===== src/hw/rtl/sp36_pkg.sv =====
package sp36_pkg;

   // Payload layout
   localparam int PREFIX_LEN   = 7;
   localparam int SYMBOL_COUNT = 9;
   localparam int ID_LEN       = 4;
   localparam int PAYLOAD_LEN  = PREFIX_LEN + SYMBOL_COUNT + ID_LEN;
   localparam int IDX_W        = $clog2(PAYLOAD_LEN);

   // Base-36 conversion: the word is shifted into the cell row a chunk at a time
   localparam int RADIX    = 36;
   localparam int DIGIT_W  = 6;
   localparam int CHUNK_W  = 3;
   localparam int VAL_W    = DIGIT_W + CHUNK_W;
   localparam int WORD_W   = 48;
   localparam int STEPS    = WORD_W / CHUNK_W;
   localparam int STEP_W   = $clog2(STEPS);
   localparam int CODE_W   = 27;
   localparam int SEL_W    = $clog2(SYMBOL_COUNT);

   // Items accepted but not yet fully delivered
   localparam int MAX_INFLIGHT = 3;
   localparam int INFLIGHT_W   = $clog2(MAX_INFLIGHT + 1);

   // Register map
   localparam int CSR_INDEX_W = 8;
   localparam logic [CSR_INDEX_W-1:0] CSR_CATEGORY = 8'd0;
   localparam logic [CSR_INDEX_W-1:0] CSR_BLE      = 8'd1;
   localparam logic [CSR_INDEX_W-1:0] CSR_IP       = 8'd2;
   localparam logic [CSR_INDEX_W-1:0] CSR_SETUP_ID = 8'd3;

   localparam logic [7:0] ASCII_ZERO = 8'h30;
   localparam logic [7:0] ASCII_A    = 8'h41;

   localparam logic [7:0] PREFIX_TEXT [PREFIX_LEN] = '{
      8'h58, 8'h2D, 8'h48, 8'h4D, 8'h3A, 8'h2F, 8'h2F
   };

   localparam logic [CODE_W-1:0] DIGIT_WEIGHT [8] = '{
      27'd10000000, 27'd1000000, 27'd100000, 27'd10000,
      27'd1000, 27'd100, 27'd10, 27'd1
   };

   typedef struct packed {
      logic [3:0] digit_0;
      logic [3:0] digit_1;
      logic [3:0] digit_2;
      logic [3:0] digit_3;
      logic [3:0] digit_4;
      logic [3:0] digit_5;
      logic [3:0] digit_6;
      logic [3:0] digit_7;
      logic       paired;
      logic       has_code;
   } req_type;

   typedef struct packed {
      logic [7:0] symbol;
      logic       last;
   } rsp_type;

   typedef struct packed {
      logic [7:0]       category;
      logic             ble_supported;
      logic             ip_supported;
      logic [3:0][7:0]  setup_id_chars;
   } cfg_type;

   // What one cell hands to the next
   typedef struct packed {
      logic               valid;
      logic               first;
      logic               last;
      logic               tag;
      logic [CHUNK_W-1:0] chunk;
   } step_type;

   typedef struct packed {
      logic [SYMBOL_COUNT-1:0][DIGIT_W-1:0] digits;
      logic                                 use_code;
   } frame_type;

   typedef struct packed {
      logic [CHUNK_W-1:0] quot;
      logic [DIGIT_W-1:0] rem;
   } div_type;

   function automatic div_type div_radix(input logic [VAL_W-1:0] value);
      div_type          res;
      logic [VAL_W-1:0] base;
      res.quot = '0;
      for (int k = 1; k < (1 << CHUNK_W); k++) begin
         if (value >= VAL_W'(RADIX * k)) begin
            res.quot = CHUNK_W'(k);
         end
      end
      base = VAL_W'(RADIX) * VAL_W'(res.quot);
      res.rem = DIGIT_W'(value - base);
      return res;
   endfunction

   function automatic logic [7:0] symbol_of(input logic [DIGIT_W-1:0] v);
      logic [7:0] res;
      if (v < DIGIT_W'(10)) begin
         res = ASCII_ZERO + 8'(v);
      end else begin
         res = ASCII_A + 8'(v - DIGIT_W'(10));
      end
      return res;
   endfunction

   function automatic logic [3:0] clamp_digit(input logic [3:0] d);
      return (d > 4'd9) ? 4'd9 : d;
   endfunction

endpackage


===== src/hw/rtl/sp36_cell.sv =====
module sp36_cell
   import sp36_pkg::*;
(
   input  logic               clock,
   input  logic               reset,
   input  step_type           chain_in,
   output step_type           chain_out,
   output logic [DIGIT_W-1:0] result
);

   logic [DIGIT_W-1:0] digit_ff, digit_in;
   logic [DIGIT_W-1:0] result_ff, result_in;
   step_type           step_ff, step_in;
   logic [VAL_W-1:0]   acc;
   div_type            dv;

   always_comb begin
      // digit * 8 + chunk; a new item starts from zero
      acc = chain_in.first ? VAL_W'(chain_in.chunk) : {digit_ff, chain_in.chunk};
      dv  = div_radix(acc);
      digit_in  = chain_in.valid ? dv.rem : digit_ff;
      result_in = (chain_in.valid && chain_in.last) ? dv.rem : result_ff;
      step_in       = chain_in;
      step_in.chunk = dv.quot;
   end

   always_ff @(posedge clock) begin
      if (reset) begin
         step_ff <= '0;
      end else begin
         step_ff <= step_in;
      end
   end

   always_ff @(posedge clock) begin
      digit_ff  <= digit_in;
      result_ff <= result_in;
   end

   assign chain_out = step_ff;
   assign result    = result_ff;

endmodule


===== src/hw/rtl/sp36_front.sv =====
module sp36_front
   import sp36_pkg::*;
(
   input  logic     clock,
   input  logic     reset,
   input  req_type  req_data,
   input  logic     req_take,
   input  cfg_type  cfg,
   output logic     slot_free,
   output step_type chain_out
);

   logic                    b_valid_ff, b_valid_in;
   logic [3:0][CODE_W-1:0]  pair_ff, pair_in;
   logic                    paired_ff, paired_in;
   logic                    use_ff, use_in;

   logic [WORD_W-1:0]       feed_ff, feed_in;
   logic [STEP_W-1:0]       cnt_ff, cnt_in;
   logic                    active_ff, active_in;
   logic                    tag_ff, tag_in;

   logic [3:0][7:0]         digits;
   logic                    use_code;
   logic                    last_step;
   logic                    feed_load;
   logic [CODE_W-1:0]       code;

   assign digits = {req_data.digit_0, req_data.digit_1, req_data.digit_2, req_data.digit_3,
                    req_data.digit_4, req_data.digit_5, req_data.digit_6, req_data.digit_7};
   assign use_code  = req_data.has_code && !req_data.paired;
   assign last_step = (cnt_ff == STEP_W'(STEPS - 1));
   assign feed_load = b_valid_ff && (!active_ff || last_step);
   assign slot_free = !b_valid_ff || feed_load;
   assign code      = (pair_ff[0] + pair_ff[1]) + (pair_ff[2] + pair_ff[3]);

   // stage one: clamp digits and form pair sums
   always_comb begin
      b_valid_in = b_valid_ff;
      pair_in    = pair_ff;
      paired_in  = paired_ff;
      use_in     = use_ff;
      if (feed_load) begin
         b_valid_in = 1'b0;
      end
      if (req_take) begin
         b_valid_in = 1'b1;
         paired_in  = req_data.paired;
         use_in     = use_code;
         for (int p = 0; p < 4; p++) begin
            if (use_code) begin
               pair_in[p] =
                  CODE_W'(clamp_digit(digits[3 - p][7:4])) * DIGIT_WEIGHT[2 * p] +
                  CODE_W'(clamp_digit(digits[3 - p][3:0])) * DIGIT_WEIGHT[2 * p + 1];
            end else begin
               pair_in[p] = '0;
            end
         end
      end
   end

   // stage two: feed the packed word into the cell row, one chunk a cycle
   always_comb begin
      feed_in   = feed_ff;
      cnt_in    = cnt_ff;
      active_in = active_ff;
      tag_in    = tag_ff;
      if (feed_load) begin
         feed_in   = {9'd0, cfg.category, 1'b0, cfg.ble_supported, cfg.ip_supported,
                      paired_ff, code};
         cnt_in    = '0;
         active_in = 1'b1;
         tag_in    = use_ff;
      end else if (active_ff) begin
         feed_in = feed_ff << CHUNK_W;
         cnt_in  = cnt_ff + STEP_W'(1);
         if (last_step) begin
            active_in = 1'b0;
         end
      end
   end

   always_ff @(posedge clock) begin
      if (reset) begin
         b_valid_ff <= 1'b0;
         active_ff  <= 1'b0;
         cnt_ff     <= '0;
      end else begin
         b_valid_ff <= b_valid_in;
         active_ff  <= active_in;
         cnt_ff     <= cnt_in;
      end
   end

   always_ff @(posedge clock) begin
      pair_ff   <= pair_in;
      paired_ff <= paired_in;
      use_ff    <= use_in;
      feed_ff   <= feed_in;
      tag_ff    <= tag_in;
   end

   always_comb begin
      chain_out.valid = active_ff;
      chain_out.first = (cnt_ff == '0);
      chain_out.last  = last_step;
      chain_out.tag   = tag_ff;
      chain_out.chunk = feed_ff[WORD_W-1 -: CHUNK_W];
   end

endmodule


===== src/hw/rtl/sp36_ser.sv =====
module sp36_ser
   import sp36_pkg::*;
(
   input  logic      clock,
   input  logic      reset,
   input  logic      frame_valid,
   input  frame_type frame_data,
   input  cfg_type   cfg,
   output logic      rsp_valid,
   input  logic      rsp_ready,
   output rsp_type   rsp_data
);

   localparam int QDepth = 2;
   localparam int QCntW  = $clog2(QDepth + 1);
   localparam int QPosW  = $clog2(QDepth);

   frame_type              q_ff [QDepth];
   logic [QCntW-1:0]       q_cnt_ff, q_cnt_in;
   logic [QPosW-1:0]       wr_pos;

   frame_type              cur_ff, cur_in;
   logic                   cur_valid_ff, cur_valid_in;
   logic [IDX_W-1:0]       idx_ff, idx_in;

   logic                   rsp_valid_ff, rsp_valid_in;
   rsp_type                rsp_ff, rsp_in;

   logic                   out_free, emit, cur_done, load;
   logic [IDX_W-1:0]       sym_pos, id_pos;
   logic [SEL_W-1:0]       sym_sel;
   logic [1:0]             id_sel;
   logic [7:0]             ch;

   assign out_free = !rsp_valid_ff || rsp_ready;
   assign emit     = cur_valid_ff && out_free;
   assign cur_done = emit && (idx_ff == IDX_W'(PAYLOAD_LEN - 1));
   assign load     = (q_cnt_ff != '0) && (!cur_valid_ff || cur_done);
   assign wr_pos   = QPosW'(q_cnt_ff - QCntW'(load));
   assign q_cnt_in = q_cnt_ff + QCntW'(frame_valid) - QCntW'(load);

   // queue of converted items; head always at slot zero
   always_ff @(posedge clock) begin
      if (frame_valid && (wr_pos == QPosW'(0))) begin
         q_ff[0] <= frame_data;
      end else if (load) begin
         q_ff[0] <= q_ff[1];
      end
      if (frame_valid && (wr_pos == QPosW'(1))) begin
         q_ff[1] <= frame_data;
      end
   end

   // character for the current position
   always_comb begin
      sym_pos = idx_ff - IDX_W'(PREFIX_LEN);
      sym_sel = SEL_W'(SYMBOL_COUNT - 1) - SEL_W'(sym_pos);
      id_pos  = idx_ff - IDX_W'(PREFIX_LEN + SYMBOL_COUNT);
      id_sel  = 2'(ID_LEN - 1) - id_pos[1:0];
      case (idx_ff) inside
         [0 : PREFIX_LEN - 1]: begin
            ch = PREFIX_TEXT[idx_ff[2:0]];
         end
         [PREFIX_LEN : PREFIX_LEN + SYMBOL_COUNT - 1]: begin
            ch = symbol_of(cur_ff.digits[sym_sel]);
         end
         default: begin
            ch = cur_ff.use_code ? cfg.setup_id_chars[id_sel] : ASCII_ZERO;
         end
      endcase
   end

   always_comb begin
      cur_in       = cur_ff;
      cur_valid_in = cur_valid_ff;
      idx_in       = idx_ff;
      if (load) begin
         cur_in       = q_ff[0];
         cur_valid_in = 1'b1;
         idx_in       = '0;
      end else if (cur_done) begin
         cur_valid_in = 1'b0;
      end else if (emit) begin
         idx_in = idx_ff + IDX_W'(1);
      end
   end

   always_comb begin
      rsp_valid_in = rsp_valid_ff;
      rsp_in       = rsp_ff;
      if (emit) begin
         rsp_valid_in  = 1'b1;
         rsp_in.symbol = ch;
         rsp_in.last   = (idx_ff == IDX_W'(PAYLOAD_LEN - 1));
      end else if (out_free) begin
         rsp_valid_in = 1'b0;
      end
   end

   always_ff @(posedge clock) begin
      if (reset) begin
         q_cnt_ff     <= '0;
         cur_valid_ff <= 1'b0;
         idx_ff       <= '0;
         rsp_valid_ff <= 1'b0;
      end else begin
         q_cnt_ff     <= q_cnt_in;
         cur_valid_ff <= cur_valid_in;
         idx_ff       <= idx_in;
         rsp_valid_ff <= rsp_valid_in;
      end
   end

   always_ff @(posedge clock) begin
      cur_ff <= cur_in;
      rsp_ff <= rsp_in;
   end

   assign rsp_valid = rsp_valid_ff;
   assign rsp_data  = rsp_ff;

endmodule


===== src/hw/rtl/setup_payload_base36_encoder_core.sv =====
// Setup payload encoder, base-36 text form.
// req channel: one item carries eight setup-code digits, paired and has_code.
// rsp channel: twenty ASCII characters per item, last set on the twentieth.
// csr channel: register writes (category, BLE, IP, setup ID); always ready.
// The user must write them only while no item is in flight; the block does
// not enforce it. Unknown indexes are dropped. The packed 48-bit word is
// shifted into a row of nine base-36 cells, three bits a cycle; the carry
// walks one cell per cycle. An item's first character passes the pair sums,
// feed, cells, queue and output register, later while earlier items are sent.
// Throughput: one character per cycle while rsp_ready is high, set by the
// output port; conversion of the next item overlaps the current output.
// Up to three items may be in flight; req_ready drops when that is reached
// or when stage one holds an item the busy feed stage cannot yet take.
// A stalled receiver holds the output register; conversion finishes and
// is parked in a two-entry queue, and new items wait on req_ready.
// Reset clears all control state and loads the register defaults
// (category 1, BLE and IP on, setup ID "0000").
module setup_payload_base36_encoder_core
   import sp36_pkg::*;
(
   input  logic                   clock,
   input  logic                   reset,
   input  logic                   req_valid,
   output logic                   req_ready,
   input  req_type                req_data,
   output logic                   rsp_valid,
   input  logic                   rsp_ready,
   output rsp_type                rsp_data,
   input  logic                   csr_valid,
   output logic                   csr_ready,
   input  logic [CSR_INDEX_W-1:0] csr_index,
   input  logic [31:0]            csr_data
);

   cfg_type                cfg_ff, cfg_in;
   logic [INFLIGHT_W-1:0]  inflight_ff, inflight_in;
   logic                   slot_free;
   logic                   req_take, rsp_done;
   step_type               chain [SYMBOL_COUNT + 1];
   frame_type              frame;

   assign csr_ready = 1'b1;

   always_comb begin
      cfg_in = cfg_ff;
      if (csr_valid) begin
         case (csr_index)
            CSR_CATEGORY: cfg_in.category       = csr_data[7:0];
            CSR_BLE:      cfg_in.ble_supported  = csr_data[0];
            CSR_IP:       cfg_in.ip_supported   = csr_data[0];
            CSR_SETUP_ID: cfg_in.setup_id_chars = csr_data;
            default: ;
         endcase
      end
   end

   assign req_ready = slot_free && (inflight_ff != INFLIGHT_W'(MAX_INFLIGHT));
   assign req_take  = req_valid && req_ready;
   assign rsp_done  = rsp_valid && rsp_ready && rsp_data.last;
   assign inflight_in = inflight_ff + INFLIGHT_W'(req_take) - INFLIGHT_W'(rsp_done);

   always_ff @(posedge clock) begin
      if (reset) begin
         cfg_ff.category       <= 8'd1;
         cfg_ff.ble_supported  <= 1'b1;
         cfg_ff.ip_supported   <= 1'b1;
         cfg_ff.setup_id_chars <= {ID_LEN{ASCII_ZERO}};
         inflight_ff           <= '0;
      end else begin
         cfg_ff      <= cfg_in;
         inflight_ff <= inflight_in;
      end
   end

   sp36_front u_front (
      .clock     (clock),
      .reset     (reset),
      .req_data  (req_data),
      .req_take  (req_take),
      .cfg       (cfg_ff),
      .slot_free (slot_free),
      .chain_out (chain[0])
   );

   // cell 0 holds the least significant base-36 digit
   for (genvar k = 0; k < SYMBOL_COUNT; k++) begin : g_cell
      sp36_cell u_cell (
         .clock     (clock),
         .reset     (reset),
         .chain_in  (chain[k]),
         .chain_out (chain[k + 1]),
         .result    (frame.digits[k])
      );
   end

   assign frame.use_code = chain[SYMBOL_COUNT].tag;

   sp36_ser u_ser (
      .clock       (clock),
      .reset       (reset),
      .frame_valid (chain[SYMBOL_COUNT].valid && chain[SYMBOL_COUNT].last),
      .frame_data  (frame),
      .cfg         (cfg_ff),
      .rsp_valid   (rsp_valid),
      .rsp_ready   (rsp_ready),
      .rsp_data    (rsp_data)
   );

endmodule

===== config.mk =====
export PLATFORM = sky130hd
export DESIGN_NAME = setup_payload_base36_encoder_core
export DESIGN_NICKNAME = d
export VERILOG_FILES = /design/src/hw/rtl/sp36_pkg.sv /design/src/hw/rtl/sp36_cell.sv /design/src/hw/rtl/sp36_front.sv /design/src/hw/rtl/sp36_ser.sv /design/src/hw/rtl/setup_payload_base36_encoder_core.sv
export SDC_FILE = /design/constraint.sdc
export NUM_CORES = 1
export LEC_CHECK = 0
export BUFFER_PORTS_ARGS = -buffer_cell sky130_fd_sc_hd__buf_2
export CAP_MARGIN = 0
export CORE_ASPECT_RATIO = 0.5
export CORE_MARGIN = 2
export CORE_UTILIZATION = 50
export DETAILED_ROUTE_END_ITERATION = 16
export HOLD_SLACK_MARGIN = 0.15
export PLACE_DENSITY = 0.74
export SETUP_SLACK_MARGIN = 0.02
export SLEW_MARGIN = 20
export SYNTH_ARGS = -nofsm -noshare
export SYNTH_HDL_FRONTEND = slang
export SYNTH_HIERARCHICAL = 1
export SYNTH_SLANG_ARGS = --single-unit

===== constraint.sdc =====
create_clock -name clock -period 13.5 [get_ports clock]
set_input_delay 1.35 -clock clock [delete_from_list [all_inputs] [get_ports clock]]
set_output_delay 1.35 -clock clock [all_outputs]
set_load 0.02 [all_outputs]

-- Word-level counts from Yosys, hierarchy flattened
Memory sizes are Yosys's and may differ from the RTL's. A register that Yosys moved wholly into a read port is not among the register bits.
Cells that the tools add are included.
- output and inout port bits: 12
- bits in writable memories: 110
- bits in read-only memories: 64
- memories: 2
- register bits after elaboration: 394
- memories (name ; words ; bits a word ; read ports ; clocked after Yosys merged registers in ; write ports ; RTL line ; RTL):
    u_ser.q_ff ; 2 ; 55 ; 2 ; 1 ; 2 ; sp36_ser.sv:18 ; frame_type q_ff [QDepth];
    (no name shown) ; 8 ; 8 ; 1 ; 0 ; 0 ; sp36_ser.sv:62 ; ch = PREFIX_TEXT[idx_ff[2:0]];
- magnitude comparators: 79
- reduce and logical (&&, ||, !) cells: 46
- bitwise operators: 4
- muxes and demuxes: 109
- multipliers: 16
- add/subtract/negate cells: 30
- equal/unequal tests: 6
- operators with widths (operator ; count):
    $ge A9 B8 Y1 const B ; 36
    $ge A9 B7 Y1 const B ; 18
    $mux W3 ; 36
    $add A27 B27 Y27 ; 3
    $ge A9 B6 Y1 const B ; 9
    $mux W9 ; 9
    $mux W39 ; 2
    $mux W8 ; 7
    $mux W55 ; 1
    $sub A6 B6 Y6 ; 9
    $mul A4 B3 Y4 const A ; 9
    $mux W2 ; 18
    $gt A4 B4 Y1 const B ; 8
    $mux W4 ; 8
    $add A27 B24 Y27 ; 1
    $mux W1 ; 25
    $bmux W6 S4 ; 1
    $logic_and A1 B1 Y1 ; 23
    $add A21 B18 Y22 ; 1
    $mul A4 B17 Y20 const B ; 1
    $mul A4 B14 Y18 const B ; 1
    $bmux W8 S2 ; 1
    $eq A8 B2 Y1 const B ; 2
    $mul A4 B12 Y16 const B ; 1
    other kinds (41) ; 60

-- Depth between registers and ports, before layout
Gate-level depths: netlist of the first run.
- word-level depth: 12
- mapped depth: 21
- depth with buffers taken out: 20

-- Cells and area by module
The synthesis of the first run kept the hierarchy.
- by module, submodules not included (module ; instances ; sequential area each (µm²) ; cells an instance ; area an instance (µm²)):
    sp36_front ; 1 ; 3383.2 ; 1115 ; 10726.5
    sp36_cell ; 9 ; 500.5 ; 89 ; 959.7
    sp36_ser ; 1 ; 5405.2 ; 439 ; 7591.0
    setup_payload_base36_encoder_core ; 1 ; 880.8 ; 197 ; 1948.1

-- Least setup slack after synthesis of the first run
OpenSTA, ideal clock, no wires.
- path kind: in2reg
- from: in rsp_ready
- to: mem u_ser/q_ff[1][0] (netlist bit), enable pin
- setup slack: 5.484 ns
- cell stages on the path: 5
- data arrival time: 7.542 ns
- path through: nand2b_1 nand2_1 a21oi_1 ha_1 nor2b_1
- RTL lines (item ; RTL line ; RTL):
    start: declaration ; setup_payload_base36_encoder_core.sv:27 ; input logic rsp_ready,
    end: declaration ; sp36_ser.sv:18 ;

-- Worst setup path after layout of the first run
- from: in req_data[31] (netlist bit)
- to: reg u_front/pair_ff[26] (netlist bit), data pin
- cells in the longest elaborated chain, start to end: 4
- RTL lines (item ; RTL line ; RTL):
    start: declaration ; setup_payload_base36_encoder_core.sv:25 ; input req_type req_data,
    $gt A4 B4 Y1 ; sp36_pkg.sv:113 ; return (d > 4'd9) ? 4'd9 : d;
    $mux W4 (*) ; sp36_pkg.sv:113 ;
    $mul A4 B17 Y20 (*) ; sp36_front.sv:53 ; CODE_W'(clamp_digit(digits[3 - p][7:4])) * DIGIT_WEIGHT[2 * p] +
    $add A27 B24 Y27 (*) ; sp36_front.sv:53 ;
    end signal: assignment ; sp36_front.sv:96 ; pair_ff <= pair_in;
    end: declaration ; sp36_front.sv:14 ; logic [3:0][CODE_W-1:0] pair_ff, pair_in;
Every way passes the cells marked *; elsewhere a longest branch is shown, timed or not.
A chain may end at the register's enable or synchronous reset.

==> run metrics, run 1 <==
status finished clean; first-pass GRT wire length 93.4 mm; total wire length 56.8 mm; layout net count 2892; hold violation count in the final report 0; Tcrit/Tclk final 38.4%; antenna violations before repair 0; Die Span Y 174 µm; DP HPWL 40.3 mm; worst path arrival time 5.48 ns; power density cells 139 nW/µm²; GPL Wtd Cong 0.925; Total GRT Usage 19.0%; endpoint class of the critical path flip-flop; Syn Std Cell Area 28800 µm²; 1st-pass router iterations 8; slowest CP cell fa_1; most common cell after layout, fill and taps aside edfxtp_1; share of power burned in registers 46.5%; maximum number of pins on one net before global-route repair 109; post-layout util 54.6%; Slew @ Worst Pin 0.962 ns; core area 57200 µm²; # hold bufs at CTS 0; Initial Util 50.4%; post-route ant nets 0; clock sink count 512; syn_area_per_cell 11.3 µm²; WHS Path Cells 0; final setup TNS 0 ns; worst-case reg-to-reg path depth 11; WP depth 18; fin cells 3375; setup bufs post-CTS 0; Pint 3130 µW; share of cells above drive strength 1 11.4%; IO buf count 89; TritonCTS clock tree done; slew margin rel. 35.8%; H-tree Lvls 2; vias 18931; First DRT Iteration DRCs 1582; Fin Hold WS 0.417 ns; area grow syn2layout 8.46%; grt ovf 0; DIE AREA 59700 µm²; Clk pwr share 31.2%; min Tclk post-route 5.18 ns; clock root cell clkbuf_16; Die X 343 µm; total power 4350 µW; Psw 1220 µW; cell count after synthesis 2544; drt drc 0; # Max-Cap Violations 0; most frequent cells in the layout 384 x edfxtp_1, 211 x nor2_1, 210 x ha_1, 140 x inv_1, 126 x dfxtp_1; Comb power frac 22.4%; CP Max Fanout 11; worst path bufs/invs 1; Skew-Pair Late Insertion Delay 0.58 ns; crit-path cells buf_2 -> nor2b_1 -> ha_1 -> fa_1 -> ha_1 -> a21oi_1 -> nor2b_1 -> o21ai_0 -> a21oi_1 -> a211o_1 -> a21oi_1 -> ha_1 -> a21o_1 -> a21oi_1 -> o21ai_0 -> o31a_1 -> o21ai_0 -> a31oi_1; CP peak stage delay 0.42 ns; Ant. Diodes 0; dpl cells 3291; CP Data Required Time 13.80 ns; RSZ-0062 raised after global routing false; synthesis warning total 6; Setup CP Type in2reg; row cnt 62; Post-CTS Resized 0; worst-case clock skew 0.0301 ns; top achievable clock speed 193 MHz; Pleak 0.0123 µW; wire length per cell 16.8 µm; Hold/Removal Path Class reg2reg; fin. max-slew vios 0; Avg Vias per Cell 5.61; number of global-route vias before repair 18495; # setup viols final 0; cell family with most CP delay compound AO/OA/AOI/OAI gates; Worst setup SP type input port; # IOs 91; clock buffer depth 3; cts bufs inserted 45; peak supply drop 0.0920 mV; most used cell along the critical path a21oi_1; sw frac 28.1%; clk slew on worst S/H paths 0.07 ns
[flip-flops by register name (all words and copies together) (netlist names), 4 cells and up]
register / flops
cfg_ff: 42
u_ser/idx_ff: 5
u_ser/cur_ff: 55
g_cell.u_cell/chain_out: 59
u_ser/q_ff: 110
g_cell.u_cell/result: 54
u_front/cnt_ff: 4
g_cell.u_cell/digit_ff: 54
u_ser/rsp_data: 9
u_front/pair_ff: 61
u_front/feed_ff: 48
[worst paths after layout]
check	start	end	slack (ns)
max	req_data[31]	u_front/pair_ff[26]$_SDFFCE_PN0P_	8.32
min	u_ser/q_ff[0][45]$_DFFE_PP_	u_ser/cur_ff[45]$_DFFE_PP_	0.42
max reg2reg	u_ser/idx_ff[0]$_SDFFE_PP0P_	u_ser/q_ff[0][6]$_DFFE_PP_	8.54
min reg2reg	u_ser/q_ff[0][45]$_DFFE_PP_	u_ser/cur_ff[45]$_DFFE_PP_	0.42
[through the flow]
step	worst slack, ns	cell area, µm²
final	8.32	31200
after global routing	7.83	31200
after CTS	8.38	31200
after detailed placement	7.80	29700
after global placement	7.86	29700
after floorplan	5.48	28800
[layout make-up]
type / count / area, µm²
Clock inverter: 25 / 293
Inverter: 142 / 533
Multi-Input combinational cell: 1766 / 13500
Sequential cell: 512 / 14100
Fill cell: 4776 / 25900
Tap cell: 768 / 961
Clock buffer: 59 / 1280
Timing Repair Buffer: 103 / 553
[routing by layer]
layer,vias to the layer above,wire (µm),global-route usage [%]
li1,9351,-,-
met2,367,27900,33.0
met1,9139,25700,25.2
met5,-,0,0
met4,0,1080,4.29
met3,74,2050,2.51
[power by group through the flow]
stage	clock network [µW]	logic, µW	registers [µW]
5_1_grt	1450	1090	2040
6_report	1360	972	2020
3_5_place_dp	0	958	2060
4_1_cts	1380	970	2030
2_1_floorplan	0	762	2020
3_3_place_gp	0	940	2050
(Power assumes the default switching activity.)
==> inputs of run 2 (changes only) <==
Settings changed: PLACE_DENSITY 0.74 to 0.77.
Clock period 13.5 ns to 4.58 ns, I/O delays scaled along.
==> run 2 against run 1 <==
Compared with the run above:
- clock-buffer cell count grew 6
- sequential power grew to 3.0 times the previous value
- global-route usage grew 0.44 points
- register-to-register slack lost 7.7 ns
- total power grew to 2.9 times the previous value
- routed wire length grew 2.3%
- clock skew shrank 0.0092 ns
- critical path depth grew 2
- sequential share of layout area shrank 0.21 points
==> run metrics, run 2 (synthesis gave the netlist of run 1 again) <==
# setup viols final 0 (unchanged); worst path bufs/invs 2 (was 1); share of cells above drive strength 1 11.7% (was 11.4%); Critical Path Start req_data[32] (was req_data[31]); CP Data Required Time 4.89 ns (was 13.80 ns); total wire length 58.1 mm (was 56.8 mm); worst r2r src u_front/pair_ff[31]$_SDFFCE_PN0P_ (was u_ser/idx_ff[0]$_SDFFE_PP0P_); clock buffer depth 3 (unchanged); Die Span Y 174 µm (unchanged); IO buf count 89 (unchanged); Largest register FFs 110 (unchanged); Hold/Removal Path Class in2reg (was reg2reg); Skew-Pair Late Insertion Delay 0.57 ns (was 0.58 ns); Slew @ Worst Pin 0.987 ns (was 0.962 ns); hold violation count in the final report 0 (unchanged); antenna violations before repair 0 (unchanged); clock root cell clkbuf_16 (unchanged); worst hold path startpoint csr_data[31] (was u_ser/q_ff[0][45]$_DFFE_PP_); Tcrit/Tclk final 88.2%; clock sink count 512 (unchanged); first-pass GRT wire length 95.6 mm (was 93.4 mm); worst-case reg-to-reg path depth 11 (unchanged); 1st-pass router iterations 5 (was 8); WHS Path Cells 3 (was 0); power density cells 401 nW/µm² (was 139 nW/µm²); slew margin rel. 34.2% (was 35.8%); met1 usage 25.7% (was 25.2%); cts bufs inserted 46 (was 45); Setup CP Type in2reg (unchanged); status finished clean (unchanged); # hold bufs at CTS 13 (was 0); number of global-route vias before repair 18897 (was 18495); vias 19342 (was 18931); First DRT Iteration DRCs 1687 (was 1582); worst path arrival time 4.35 ns (was 5.48 ns); CP Max Fanout 11 (unchanged); H-tree Lvls 2 (unchanged); most common cell after layout, fill and taps aside edfxtp_1 (unchanged); clk slew on worst S/H paths 0.07 ns (about the same); met2 usage 34.0% (was 33.0%); DIE AREA 59700 µm² (unchanged); GRT busiest layer met2 (unchanged); min Tclk post-route 4.04 ns; grt met3 use 2.20% (was 2.51%); row cnt 62 (unchanged); grt ovf 0 (unchanged); Total GRT Usage 19.4% (was 19.0%); GPL Wtd Cong 0.873 (was 0.925); endpoint class of the critical path flip-flop (unchanged); core area 57200 µm² (unchanged); most frequent cells in the layout 384 x edfxtp_1, 211 x nor2_1, 210 x ha_1, 140 x inv_1, 126 x dfxtp_1 (unchanged); Ant. Diodes 0 (unchanged); largest reg by FF count u_ser/q_ff (unchanged); top achievable clock speed 247 MHz; worst-case clock skew 0.0209 ns (was 0.0301 ns); area grow syn2layout 8.97% (was 8.46%); pre-CTS WS 0.117 ns (was 7.80 ns); DP HPWL 41.4 mm (was 40.3 mm); layout net count 2921 (was 2892); final setup TNS 0 ns (unchanged); Die X 343 µm (unchanged); Worst setup SP type input port (unchanged); # IOs 91 (unchanged); wire length per cell 17.1 µm (was 16.8 µm); RSZ-0062 raised after global routing false (unchanged); peak supply drop 0.256 mV (was 0.0920 mV); Setup WS post-layout 0.539 ns (was 8.32 ns); setup bufs post-CTS 0 (unchanged); slowest CP cell o31a_1 (was fa_1); CP peak stage delay 0.39 ns (was 0.42 ns); fin. max-slew vios 0 (unchanged); Post-CTS Resized 0 (unchanged); WP depth 20 (was 18); # Max-Cap Violations 0 (unchanged); maximum number of pins on one net before global-route repair 100 (was 109); cell family with most CP delay compound AO/OA/AOI/OAI gates (unchanged); Initial Util 50.4% (unchanged); TritonCTS clock tree done (unchanged); post-route ant nets 0 (unchanged); drt drc 0 (unchanged); Avg Vias per Cell 5.68 (was 5.61); crit-path cells buf_2 -> o21ai_0 -> nand2_1 -> buf_4 -> ha_1 -> ha_1 -> a21o_1 -> a21oi_1 -> nor2b_1 -> o21ai_0 -> a21oi_1 -> a211o_1 -> a21oi_1 -> ha_1 -> a21o_1 -> a21oi_1 -> o21ai_0 -> o31a_1 -> o21ai_0 -> a31oi_1 (was buf_2 -> nor2b_1 -> ha_1 -> fa_1 -> ha_1 -> a21oi_1 -> nor2b_1 -> o21ai_0 -> a21oi_1 -> a211o_1 -> a21oi_1 -> ha_1 -> a21o_1 -> a21oi_1 -> o21ai_0 -> o31a_1 -> o21ai_0 -> a31oi_1); Pleak 0.0123 µW (about the same)
-- run 2: metrics by stage --
stage          utilization (%)  power [µW]  hold slack (ns)  area, µm²  std cells
2_1_floorplan                -        8190            0.400      28800       2548
3_3_place_gp              52.1        8820            0.400      29800       3306
3_5_place_dp              52.1        8910            0.405      29800       3306
4_1_cts                   54.9       12700            0.151      31400       3404
5_1_grt                   54.9       13200            0.168      31400       3404
6_report                  54.9       12600            0.172      31400       3404
-- run 2: worst min-delay path, stage by stage --
cell and delay (ns):
buf_2 0.10, nand2b_1 0.06, mux2i_1 0.06
-- run 2: power by group --
part / total, µW / switching [µW] / internal, µW
combinational: 2900 / 1650 / 1250
clock: 3730 / 1670 / 2050
sequential: 5960 / 261 / 5700
-- run 2: layer usage --
metal / routed length [µm] / part of all wire, % / vias up
met5: 0 / 0 / -
met4: 1200 / 2.1 / 0
met3: 2330 / 4.0 / 95
met2: 28700 / 49 / 457
met1: 25900 / 45 / 9381
li1: - / - / 9409
-- run 2: worst paths after layout --
check	endpoint	slack, ns
setup / recovery	u_front/pair_ff[26]$_SDFFCE_PN0P_	0.54
hold / removal	cfg_ff[31]$_SDFFE_PP0P_	0.17
setup reg to reg	u_front/feed_ff[18]$_DFFE_PP_	0.88
hold reg to reg	u_ser/cur_ff[21]$_DFFE_PP_	0.41
-- run 2: final cells by class --
type	instances	area [µm²]
clock buffer	65	1300
clock inverter	20	143
timing repair buffer	131	833
sequential	512	14100
inverter	142	533
tap	768	961
multi-input combinational	1766	13500
fill	4712	25800
